## src/rtl/assert_macros.svh

```systemverilog
// ----------------------------------------------------------------------------
// Assertion macros
// Concurrent assertion wrappers, included by the heater monitor RTL.
// ----------------------------------------------------------------------------
`ifndef ASSERT_MACROS_SVH
`define ASSERT_MACROS_SVH

// Clocked property, disabled while reset is asserted (active-low reset).
`define ASSERT_PROP(lbl, clk_sig, rst_n_sig, prop) \
    lbl: assert property (@(posedge clk_sig) disable iff (!rst_n_sig) prop) \
        else $error("assertion failed");

// Clocked property that holds in and out of reset.
`define ASSERT_ALWAYS(lbl, clk_sig, prop) \
    lbl: assert property (@(posedge clk_sig) prop) \
        else $error("assertion failed");

`endif

```

## src/rtl/hsfm_pkg.sv

```systemverilog
// ----------------------------------------------------------------------------
// hsfm_pkg
// Types, register indexes, reset values and fault codes of the heater monitor.
// ----------------------------------------------------------------------------
`default_nettype none

package hsfm_pkg;

    localparam int CfgIndexWidth = 3;
    localparam int CfgDataWidth  = 22;

    typedef logic signed [12:0] temp_t;

    typedef struct packed {
        logic [11:0] rail_low_mv;
        logic [11:0] rail_high_mv;
        temp_t       over_temp_limit;
        logic [15:0] stale_max_ms;
        logic [21:0] window_ms;
        logic [10:0] duty_avg_threshold;
        temp_t       min_rise;
        logic [11:0] setpoint_margin;
    } cfg_t;

    // Register indexes
    localparam logic [CfgIndexWidth-1:0] REG_RAIL_LOW    = 3'd0;
    localparam logic [CfgIndexWidth-1:0] REG_RAIL_HIGH   = 3'd1;
    localparam logic [CfgIndexWidth-1:0] REG_OVER_TEMP   = 3'd2;
    localparam logic [CfgIndexWidth-1:0] REG_STALE_MAX   = 3'd3;
    localparam logic [CfgIndexWidth-1:0] REG_WINDOW      = 3'd4;
    localparam logic [CfgIndexWidth-1:0] REG_DUTY_THRESH = 3'd5;
    localparam logic [CfgIndexWidth-1:0] REG_MIN_RISE    = 3'd6;
    localparam logic [CfgIndexWidth-1:0] REG_SP_MARGIN   = 3'd7;

    // Reset values
    localparam logic [11:0] RST_RAIL_LOW    = 12'd100;
    localparam logic [11:0] RST_RAIL_HIGH   = 12'd3200;
    localparam temp_t       RST_OVER_TEMP   = 13'sd2560;
    localparam logic [15:0] RST_STALE_MAX   = 16'd2000;
    localparam logic [21:0] RST_WINDOW      = 22'd60000;
    localparam logic [10:0] RST_DUTY_THRESH = 11'd922;
    localparam temp_t       RST_MIN_RISE    = 13'sd16;
    localparam logic [11:0] RST_SP_MARGIN   = 12'd160;

    // Operations
    localparam logic OP_SAMPLE = 1'b0;
    localparam logic OP_CLEAR  = 1'b1;

    // Fault codes
    localparam logic [2:0] FAULT_NONE         = 3'd0;
    localparam logic [2:0] FAULT_BOILER_OPEN  = 3'd1;
    localparam logic [2:0] FAULT_BOILER_SHORT = 3'd2;
    localparam logic [2:0] FAULT_GROUP_OPEN   = 3'd3;
    localparam logic [2:0] FAULT_GROUP_SHORT  = 3'd4;
    localparam logic [2:0] FAULT_OVER_TEMP    = 3'd5;
    localparam logic [2:0] FAULT_NO_RISE      = 3'd6;
    localparam logic [2:0] FAULT_STALE        = 3'd7;

endpackage

`default_nettype wire

```

## src/rtl/hsfm_cfg_regs.sv

```systemverilog
// ----------------------------------------------------------------------------
// hsfm_cfg_regs
// Configuration register file of the heater monitor, written by index.
// ----------------------------------------------------------------------------
`default_nettype none

module hsfm_cfg_regs (
    input  wire logic                                  clk,
    input  wire logic                                  rst_n,
    input  wire logic                                  wr_en,
    input  wire logic [hsfm_pkg::CfgIndexWidth-1:0]    wr_index,
    input  wire logic [hsfm_pkg::CfgDataWidth-1:0]     wr_data,
    output hsfm_pkg::cfg_t                             cfg
);

    hsfm_pkg::cfg_t cfg_reg;
    hsfm_pkg::cfg_t cfg_next;

    always_comb
    begin
        cfg_next = cfg_reg;
        if (wr_en)
        begin
            unique case (wr_index)
                hsfm_pkg::REG_RAIL_LOW:    cfg_next.rail_low_mv        = wr_data[11:0];
                hsfm_pkg::REG_RAIL_HIGH:   cfg_next.rail_high_mv       = wr_data[11:0];
                hsfm_pkg::REG_OVER_TEMP:   cfg_next.over_temp_limit    = wr_data[12:0];
                hsfm_pkg::REG_STALE_MAX:   cfg_next.stale_max_ms       = wr_data[15:0];
                hsfm_pkg::REG_WINDOW:      cfg_next.window_ms          = wr_data[21:0];
                hsfm_pkg::REG_DUTY_THRESH: cfg_next.duty_avg_threshold = wr_data[10:0];
                hsfm_pkg::REG_MIN_RISE:    cfg_next.min_rise           = wr_data[12:0];
                hsfm_pkg::REG_SP_MARGIN:   cfg_next.setpoint_margin    = wr_data[11:0];
            endcase
        end
    end

    always_ff @(posedge clk or negedge rst_n)
    begin
        if (!rst_n)
        begin
            cfg_reg.rail_low_mv        <= hsfm_pkg::RST_RAIL_LOW;
            cfg_reg.rail_high_mv       <= hsfm_pkg::RST_RAIL_HIGH;
            cfg_reg.over_temp_limit    <= hsfm_pkg::RST_OVER_TEMP;
            cfg_reg.stale_max_ms       <= hsfm_pkg::RST_STALE_MAX;
            cfg_reg.window_ms          <= hsfm_pkg::RST_WINDOW;
            cfg_reg.duty_avg_threshold <= hsfm_pkg::RST_DUTY_THRESH;
            cfg_reg.min_rise           <= hsfm_pkg::RST_MIN_RISE;
            cfg_reg.setpoint_margin    <= hsfm_pkg::RST_SP_MARGIN;
        end
        else
        begin
            cfg_reg <= cfg_next;
        end
    end

    assign cfg = cfg_reg;

endmodule

`default_nettype wire

```

## src/rtl/heater_safety_fault_monitor.sv

```systemverilog
// ----------------------------------------------------------------------------
// heater_safety_fault_monitor
// Rail, over-temperature, stale and no-rise checks with a latched fault code.
// ----------------------------------------------------------------------------
// Takes one item per clock while out_ready allows and returns one fault_code
// per item, in order. An accepted item is held in the input register along
// with its duty*time and threshold*time products, formed as it is accepted,
// and is resolved into the result register once that register is empty or
// being taken. The update of the latched fault and the window accumulators
// as each item resolves sets the rate. Configuration writes are taken every
// cycle (cfg_ready is held high).
`default_nettype none

module heater_safety_fault_monitor (
    input  wire logic                               clk,
    input  wire logic                               rst_n,

    input  wire logic                               cfg_valid,
    output      logic                               cfg_ready,
    input  wire logic [hsfm_pkg::CfgIndexWidth-1:0] cfg_index,
    input  wire logic [hsfm_pkg::CfgDataWidth-1:0]  cfg_data,

    input  wire logic                               in_valid,
    output      logic                               in_ready,
    input  wire logic                               operation,
    input  wire logic [11:0]                        boiler_mv,
    input  wire logic [11:0]                        group_mv,
    input  wire logic signed [12:0]                 boiler_temp,
    input  wire logic signed [12:0]                 boiler_setpoint,
    input  wire logic [15:0]                        reading_age_ms,
    input  wire logic [15:0]                        elapsed_ms,
    input  wire logic [10:0]                        heater_duty,

    output      logic                               out_valid,
    input  wire logic                               out_ready,
    output      logic [2:0]                         fault_code
);

`include "assert_macros.svh"

    hsfm_pkg::cfg_t cfg;

    hsfm_cfg_regs u_cfg_regs (
        .clk      (clk),
        .rst_n    (rst_n),
        .wr_en    (cfg_valid),
        .wr_index (cfg_index),
        .wr_data  (cfg_data),
        .cfg      (cfg)
    );

    assign cfg_ready = 1'b1;

    // ------------------------------------------------------------------
    // Input register
    // ------------------------------------------------------------------
    logic                  in_valid_reg;
    logic                  op_reg;
    logic [11:0]           boiler_mv_reg;
    logic [11:0]           group_mv_reg;
    hsfm_pkg::temp_t       temp_reg;
    hsfm_pkg::temp_t       setpoint_reg;
    logic [15:0]           age_reg;
    logic [15:0]           dt_reg;
    logic [26:0]           duty_prod_reg;
    logic [26:0]           thr_prod_reg;

    logic                  out_valid_reg;
    logic [2:0]            fault_code_reg;

    logic                  advance;
    logic                  in_fire;
    logic                  proc;
    logic [26:0]           duty_prod;
    logic [26:0]           thr_prod;

    assign advance  = !out_valid_reg || out_ready;
    assign in_ready = !in_valid_reg || advance;
    assign in_fire  = in_valid && in_ready;
    assign proc     = in_valid_reg && advance;

    assign duty_prod = {16'd0, heater_duty} * {11'd0, elapsed_ms};
    assign thr_prod  = {16'd0, cfg.duty_avg_threshold} * {11'd0, elapsed_ms};

    always_ff @(posedge clk or negedge rst_n)
    begin
        if (!rst_n)
        begin
            in_valid_reg <= 1'b0;
        end
        else if (in_ready)
        begin
            in_valid_reg <= in_valid;
        end
    end

    always_ff @(posedge clk)
    begin
        if (in_fire)
        begin
            op_reg        <= operation;
            boiler_mv_reg <= boiler_mv;
            group_mv_reg  <= group_mv;
            temp_reg      <= boiler_temp;
            setpoint_reg  <= boiler_setpoint;
            age_reg       <= reading_age_ms;
            dt_reg        <= elapsed_ms;
            duty_prod_reg <= duty_prod;
            thr_prod_reg  <= thr_prod;
        end
    end

    // ------------------------------------------------------------------
    // Monitor state
    // ------------------------------------------------------------------
    logic [2:0]            latched_reg,       latched_next;
    logic                  started_reg,       started_next;
    logic [22:0]           elapsed_reg,       elapsed_next;
    logic [33:0]           integral_reg,      integral_next;
    logic [33:0]           thr_time_reg,      thr_time_next;
    hsfm_pkg::temp_t       start_temp_reg,    start_temp_next;
    logic [2:0]            fault_code_next;

    logic [2:0]            check_code;
    logic [22:0]           elapsed_sum;
    logic [33:0]           integral_sum;
    logic [33:0]           thr_sum;
    logic [33:0]           thr_recalc;
    logic                  window_close;
    logic                  duty_high;
    hsfm_pkg::temp_t       start_eff;
    logic signed [13:0]    temp_ext;
    logic signed [13:0]    rise;
    logic signed [13:0]    min_rise_ext;
    logic signed [13:0]    far_limit;
    logic                  no_rise;

    // Threshold times window length, rebuilt whenever no item resolves
    assign thr_recalc = {23'd0, cfg.duty_avg_threshold} * {11'd0, elapsed_reg};

    always_comb
    begin
        priority if (boiler_mv_reg < cfg.rail_low_mv)
            check_code = hsfm_pkg::FAULT_BOILER_OPEN;
        else if (boiler_mv_reg > cfg.rail_high_mv)
            check_code = hsfm_pkg::FAULT_BOILER_SHORT;
        else if (group_mv_reg < cfg.rail_low_mv)
            check_code = hsfm_pkg::FAULT_GROUP_OPEN;
        else if (group_mv_reg > cfg.rail_high_mv)
            check_code = hsfm_pkg::FAULT_GROUP_SHORT;
        else if (temp_reg > cfg.over_temp_limit)
            check_code = hsfm_pkg::FAULT_OVER_TEMP;
        else if (age_reg > cfg.stale_max_ms)
            check_code = hsfm_pkg::FAULT_STALE;
        else
            check_code = hsfm_pkg::FAULT_NONE;
    end

    assign elapsed_sum  = elapsed_reg + {7'd0, dt_reg};
    assign integral_sum = integral_reg + {7'd0, duty_prod_reg};
    assign thr_sum      = thr_time_reg + {7'd0, thr_prod_reg};
    assign window_close = elapsed_sum >= {1'b0, cfg.window_ms};
    // An empty window never counts as high duty
    assign duty_high    = (elapsed_sum != 23'd0) && (integral_sum >= thr_sum);

    assign start_eff    = started_reg ? start_temp_reg : temp_reg;
    assign temp_ext     = {temp_reg[12], temp_reg};
    assign rise         = temp_ext - {start_eff[12], start_eff};
    assign min_rise_ext = {cfg.min_rise[12], cfg.min_rise};
    assign far_limit    = {setpoint_reg[12], setpoint_reg}
                          - $signed({2'b00, cfg.setpoint_margin});
    assign no_rise      = duty_high && (rise < min_rise_ext) && (temp_ext < far_limit);

    always_comb
    begin
        latched_next    = latched_reg;
        started_next    = started_reg;
        elapsed_next    = elapsed_reg;
        integral_next   = integral_reg;
        thr_time_next   = thr_recalc;
        start_temp_next = start_temp_reg;
        fault_code_next = fault_code_reg;

        if (proc)
        begin
            thr_time_next = thr_time_reg;
            priority if (op_reg == hsfm_pkg::OP_CLEAR)
            begin
                latched_next    = hsfm_pkg::FAULT_NONE;
                started_next    = 1'b0;
                elapsed_next    = '0;
                integral_next   = '0;
                thr_time_next   = '0;
                start_temp_next = '0;
            end
            else if (latched_reg != hsfm_pkg::FAULT_NONE)
            begin
                // hold everything while a fault is latched
            end
            else if (check_code != hsfm_pkg::FAULT_NONE)
            begin
                latched_next = check_code;
            end
            else
            begin
                started_next = 1'b1;
                if (window_close)
                begin
                    if (no_rise)
                    begin
                        latched_next = hsfm_pkg::FAULT_NO_RISE;
                    end
                    elapsed_next    = '0;
                    integral_next   = '0;
                    thr_time_next   = '0;
                    start_temp_next = temp_reg;
                end
                else
                begin
                    elapsed_next    = elapsed_sum;
                    integral_next   = integral_sum;
                    thr_time_next   = thr_sum;
                    start_temp_next = start_eff;
                end
            end
            fault_code_next = latched_next;
        end
    end

    always_ff @(posedge clk or negedge rst_n)
    begin
        if (!rst_n)
        begin
            latched_reg    <= hsfm_pkg::FAULT_NONE;
            started_reg    <= 1'b0;
            elapsed_reg    <= '0;
            integral_reg   <= '0;
            thr_time_reg   <= '0;
            start_temp_reg <= '0;
            out_valid_reg  <= 1'b0;
        end
        else
        begin
            latched_reg    <= latched_next;
            started_reg    <= started_next;
            elapsed_reg    <= elapsed_next;
            integral_reg   <= integral_next;
            thr_time_reg   <= thr_time_next;
            start_temp_reg <= start_temp_next;
            if (advance)
            begin
                out_valid_reg <= in_valid_reg;
            end
        end
    end

    always_ff @(posedge clk)
    begin
        fault_code_reg <= fault_code_next;
    end

    assign out_valid  = out_valid_reg;
    assign fault_code = fault_code_reg;

    // ------------------------------------------------------------------
    // Assertions
    // ------------------------------------------------------------------
    `ASSERT_PROP(a_latch_holds, clk, rst_n,
        (latched_reg != hsfm_pkg::FAULT_NONE
            && !(proc && op_reg == hsfm_pkg::OP_CLEAR))
        |=> latched_reg == $past(latched_reg))

    `ASSERT_PROP(a_result_is_latch, clk, rst_n,
        proc |=> (out_valid && fault_code == latched_reg))

    `ASSERT_PROP(a_empty_window, clk, rst_n,
        elapsed_reg == 23'd0 |-> (integral_reg == 34'd0 && thr_time_reg == 34'd0))

    `ASSERT_PROP(a_latched_window_frozen, clk, rst_n,
        (proc && op_reg == hsfm_pkg::OP_SAMPLE && latched_reg != hsfm_pkg::FAULT_NONE)
        |=> ($stable(elapsed_reg) && $stable(integral_reg)))

endmodule

`default_nettype wire

```

## config.mk

```make
export PLATFORM = sky130hd
export DESIGN_NAME = heater_safety_fault_monitor
export DESIGN_NICKNAME = d
export VERILOG_FILES = /design/src/rtl/hsfm_pkg.sv /design/src/rtl/hsfm_cfg_regs.sv /design/src/rtl/heater_safety_fault_monitor.sv
export VERILOG_INCLUDE_DIRS = /design/src /design/src/rtl
export SDC_FILE = /design/constraint.sdc
export NUM_CORES = 2
export LEC_CHECK = 0
export BUFFER_PORTS_ARGS = -buffer_cell sky130_fd_sc_hd__buf_2
export CAP_MARGIN = 20
export CORE_MARGIN = 3
export CORE_UTILIZATION = 55
export CTS_CLUSTER_SIZE = 12
export DETAILED_ROUTE_END_ITERATION = 8
export GPL_TIMING_DRIVEN = 0
export PLACE_DENSITY_LB_ADDON = 0.15
export SKIP_LAST_GASP = 1
export SLEW_MARGIN = 10
export SYNTH_ARGS = -nofsm -noshare
export SYNTH_HDL_FRONTEND = slang
export SYNTH_SLANG_ARGS = --single-unit
```

## constraint.sdc

```tcl
create_clock -name clk -period 11.9 [get_ports clk]
set_input_delay 1.19 -clock clk [delete_from_list [all_inputs] [get_ports clk]]
set_output_delay 1.19 -clock clk [all_outputs]
set_load 0.01 [all_outputs]
```

==> parameters.txt <==
Parameter                              Value

Status
  Run status    completed

Synthesis
  Cell types occupying the most area after synthesis    sky130_fd_sc_hd__fa_1 22%, sky130_fd_sc_hd__ha_1 14%, sky130_fd_sc_hd__dfrtp_1 12%
  Fraction of registers with async set/reset    61.2%
  Synthesized area divided by synthesized cell count    9.52 um^2
  EDFF count, synth    140
  Combined area of all synthesized cells    40200 um^2
  Synthesized net count    5245
  Library cell occupying the most area in the post-synthesis netlist    sky130_fd_sc_hd__fa_1
  Number of warning messages in the yosys log    0
  Top cell type's share of synthesized area    22.0%
  Leading register cell type out of synthesis    sky130_fd_sc_hd__dfrtp_1
  Flops & latches, synth    361
  Cell count after synthesis    4224
  Distinct cell type count after synthesis    92
  Proportion of synthesized chip area in sequential cells    24.3%

Clock network
  Quantity of gates resized following cts    0
  # H-tree levels    2
  Root buffer cell    sky130_fd_sc_hd__clkbuf_16
  CTS buffer count    41
  Clock tree from TritonCTS    yes
  Setup fix buffers added after clock tree synthesis    0
  Sinks on the clock net    361
  Source-to-sink clock delay at the later pin of the worst-skew pair    0.58 ns
  CTS max path bufs    3
  Register clock-pin slew on the reported worst setup and hold paths    0.06 ns
  Hold buffer count at cts    0

Die
  Row count    98
  Die height    276 um
  Die area    76400 um^2
  Starting Density    55.9%
  Placeable core area    72000 um^2
  Horizontal die dimension    276 um
  Number of top-level design ports    130

Critical path
  Critical Path RT    12.33 ns
  Buffer and inverter count on the worst path    5
  First element of the critical path    u_cfg_regs.cfg[34]
  Delay of the slowest cell on the worst path    0.72 ns
  Startpoint class of the critical path    flip-flop
  Critical Path Slowest Stage Cell    sky130_fd_sc_hd__clkbuf_1
  Depth of the most critical reg-to-reg path    22
  Most common cell on crit path    sky130_fd_sc_hd__fa_1
  Kind of capture point of the worst setup path    flip-flop
  Family with the most delay on the worst path    adder cells
  CP cell instances    clkbuf_1, and2_1, fa_1, inv_1, fa_1, inv_1, fa_1, inv_1, fa_1, fa_1, inv_1, ha_1, a21oi_1, a21boi_0, a21o_1, a211oi_1, o21ai_0, a22oi_1, a21oi_1, a311oi_1, xor2_1, o211ai_1
  Timing endpoint of the critical path    thr_time_reg[32]
  Startpoint of the worst-slack reg-to-reg timing path    u_cfg_regs.cfg[34]
  Critical Path Fanout Max    10
  End of the worst register-to-register path    thr_time_reg[32]
  Cell count along the critical path    22
  Worst-case register-to-register setup slack    4.75 ns
  Worst setup path category    flip-flop to flip-flop
  Arrival time at the worst endpoint    7.58 ns

Placement
  Final Wtd Congestion    0.962
  Post-placement worst setup slack    4.26 ns
  Detail Placement HPWL    91000 um
  IO buf count    126

STA
  Setup TNS    0 ns
  Count of final max-slew check failures    0
  Headroom to the max-slew limit    26.9%
  Hold WS    0.471 ns
  Final Critical Period    7.15 ns
  Total setup violations reported at the end of the flow    0
  Max Clock Freq    0.140 GHz
  Setup Skew    0.0343 ns
  RSZ-0062 raised after global routing    no
  Final period utilization    60.1%
  Post-route setup slack    4.75 ns
  Slew at the pin closest to its max-slew limit    1.08 ns
  Number of failing hold endpoints at the final stage    0

Global route
  Leftover overflow at the end of global routing    0
  Antenna violations before repair    5
  Maximum number of pins on one net before global-route repair    90
  Via count of the first global-routing pass    31038
  Total track usage    29.5%
  First-pass GRT wire length    177000 um

Drt
  Number of remaining DRC errors    0
  Number of iterations in the first detailed-routing pass    5
  Via Count    31141
  Antenna-violating nets left    0
  Average detailed-routed wire length per instance    20.9 um
  Drt first-iter violations    2277
  Post-detailed-route via-to-cell ratio    5.78
  Final Routed Wirelength    113000 um

Layout
  Proportion of layout cells with a drive suffix above 1    7.27%
  Max reg flops    111
  Layout Area Growth over Synthesis    8.00%
  Final nets    5420
  Most common library cell in the layout ignoring fill and taps    sky130_fd_sc_hd__nand2_1
  Final standard cell utilization of the core    60.4%
  Filler Cells Inserted    6325
  Most frequent cells in the layout    576 x sky130_fd_sc_hd__nand2_1, 571 x sky130_fd_sc_hd__inv_1, 454 x sky130_fd_sc_hd__ha_1

Run
  Max-cap violation count    0

Power
  Leakage dissipation    20.2 nW
  Maximum ir drop on the vdd rail    0.262 mV
  Final Power    9.37 mW
  Power density normalized to cell area    216 nW/um^2

Worst hold path
  Number of stages on the worst hold path    2
  Path type of the worst min-delay path    flip-flop to flip-flop
==> how the worst min path moves through the flow <==
stage,startpoint,to,slack [ns]
after detailed placement,start_temp_reg[4],start_temp_reg[4],0.46
after floorplan,start_temp_reg[10],start_temp_reg[10],0.44
final,start_temp_reg[11],start_temp_reg[11],0.47
after CTS,start_temp_reg[11],start_temp_reg[11],0.47
after global placement,start_temp_reg[12],start_temp_reg[12],0.45
after global routing,start_temp_reg[9],start_temp_reg[9],0.50
==> layer usage <==
metal  share of wire (%)  global-route usage (%)  vias up
met3                 6.8                    4.19      223
met1                  44                    41.3    15384
met4                 3.6                    9.45        2
li1                    -                       -    14421
met2                  46                    47.7     1111
met5               0.018                       0        -
==> tightest hold or removal path, stage by stage (launching register included) <==
cell and delay, ns:
sky130_fd_sc_hd__dfrtp_1 0.34, sky130_fd_sc_hd__nand2_1 0.05, sky130_fd_sc_hd__nand2_1 0.05
==> per-stage QoR <==
step                std cells  instance area (um^2)
detailed placement       5305                 42200
CTS                      5381                 43400
finish                   5386                 43400
floorplan                4224                 40200
global placement         5300                 42000
global route             5384                 43400
==> cells in the mapped netlist (all sizes together), types with 23 or more instances <==
master and instances:
nand2 577, inv 571, ha 454, fa 443, and2 251, a21oi 197
dfrtp 191, o21ai 189, clkbuf 150, nor2 141, edfxtp 140, xnor2 99
a21o 93, xor2 63, mux2 59, nand3 58, a22o 42, o21a 41
nand4 38, nor3 36, dfstp 30, nand2b 28, nor2b 24, a31oi 23
==> area by class of cell <==
class,instances,area (um^2),share of cell area (%)
sequential,361,9770,22.5
clock buffer,62,1140,2.61
clock inverter,14,130,0.299
multi-input combinational,3129,27700,63.7
tap,950,1190,2.74
antenna,4,10.0,0.0230
timing repair buffer,132,752,1.73
buffer,163,629,1.45
inverter,571,2140,4.93
==> kinds of logic (layout without fill, tap and decap cells) <==
| family | after synthesis | count (layout) | share of synthesized area [%] |
|---|---|---|---|
| muxes | 75 | 75 | 2.05 |
| DFF | 361 | 361 | 24.3 |
| and+or+nand+nor | 1241 | 1241 | 14.8 |
| adders and majority gates | 897 | 897 | 36.2 |
| other | 1 | 5 | 0.00932 |
| buffers and inverters | 734 | 942 | 6.89 |
| xor gates and xnor gates | 162 | 162 | 3.57 |
| AOI/OAI and AO/OA | 753 | 753 | 12.2 |
==> power by group <==
part           leakage, nW  switching, mW  internal [mW]
Combinational         15.5           3.59           2.63
Sequential            4.15          0.140           1.79
Clock                0.615          0.530          0.688
Total                 20.2           4.26           5.11
Note: power is estimated with default switching activity, not from simulation.
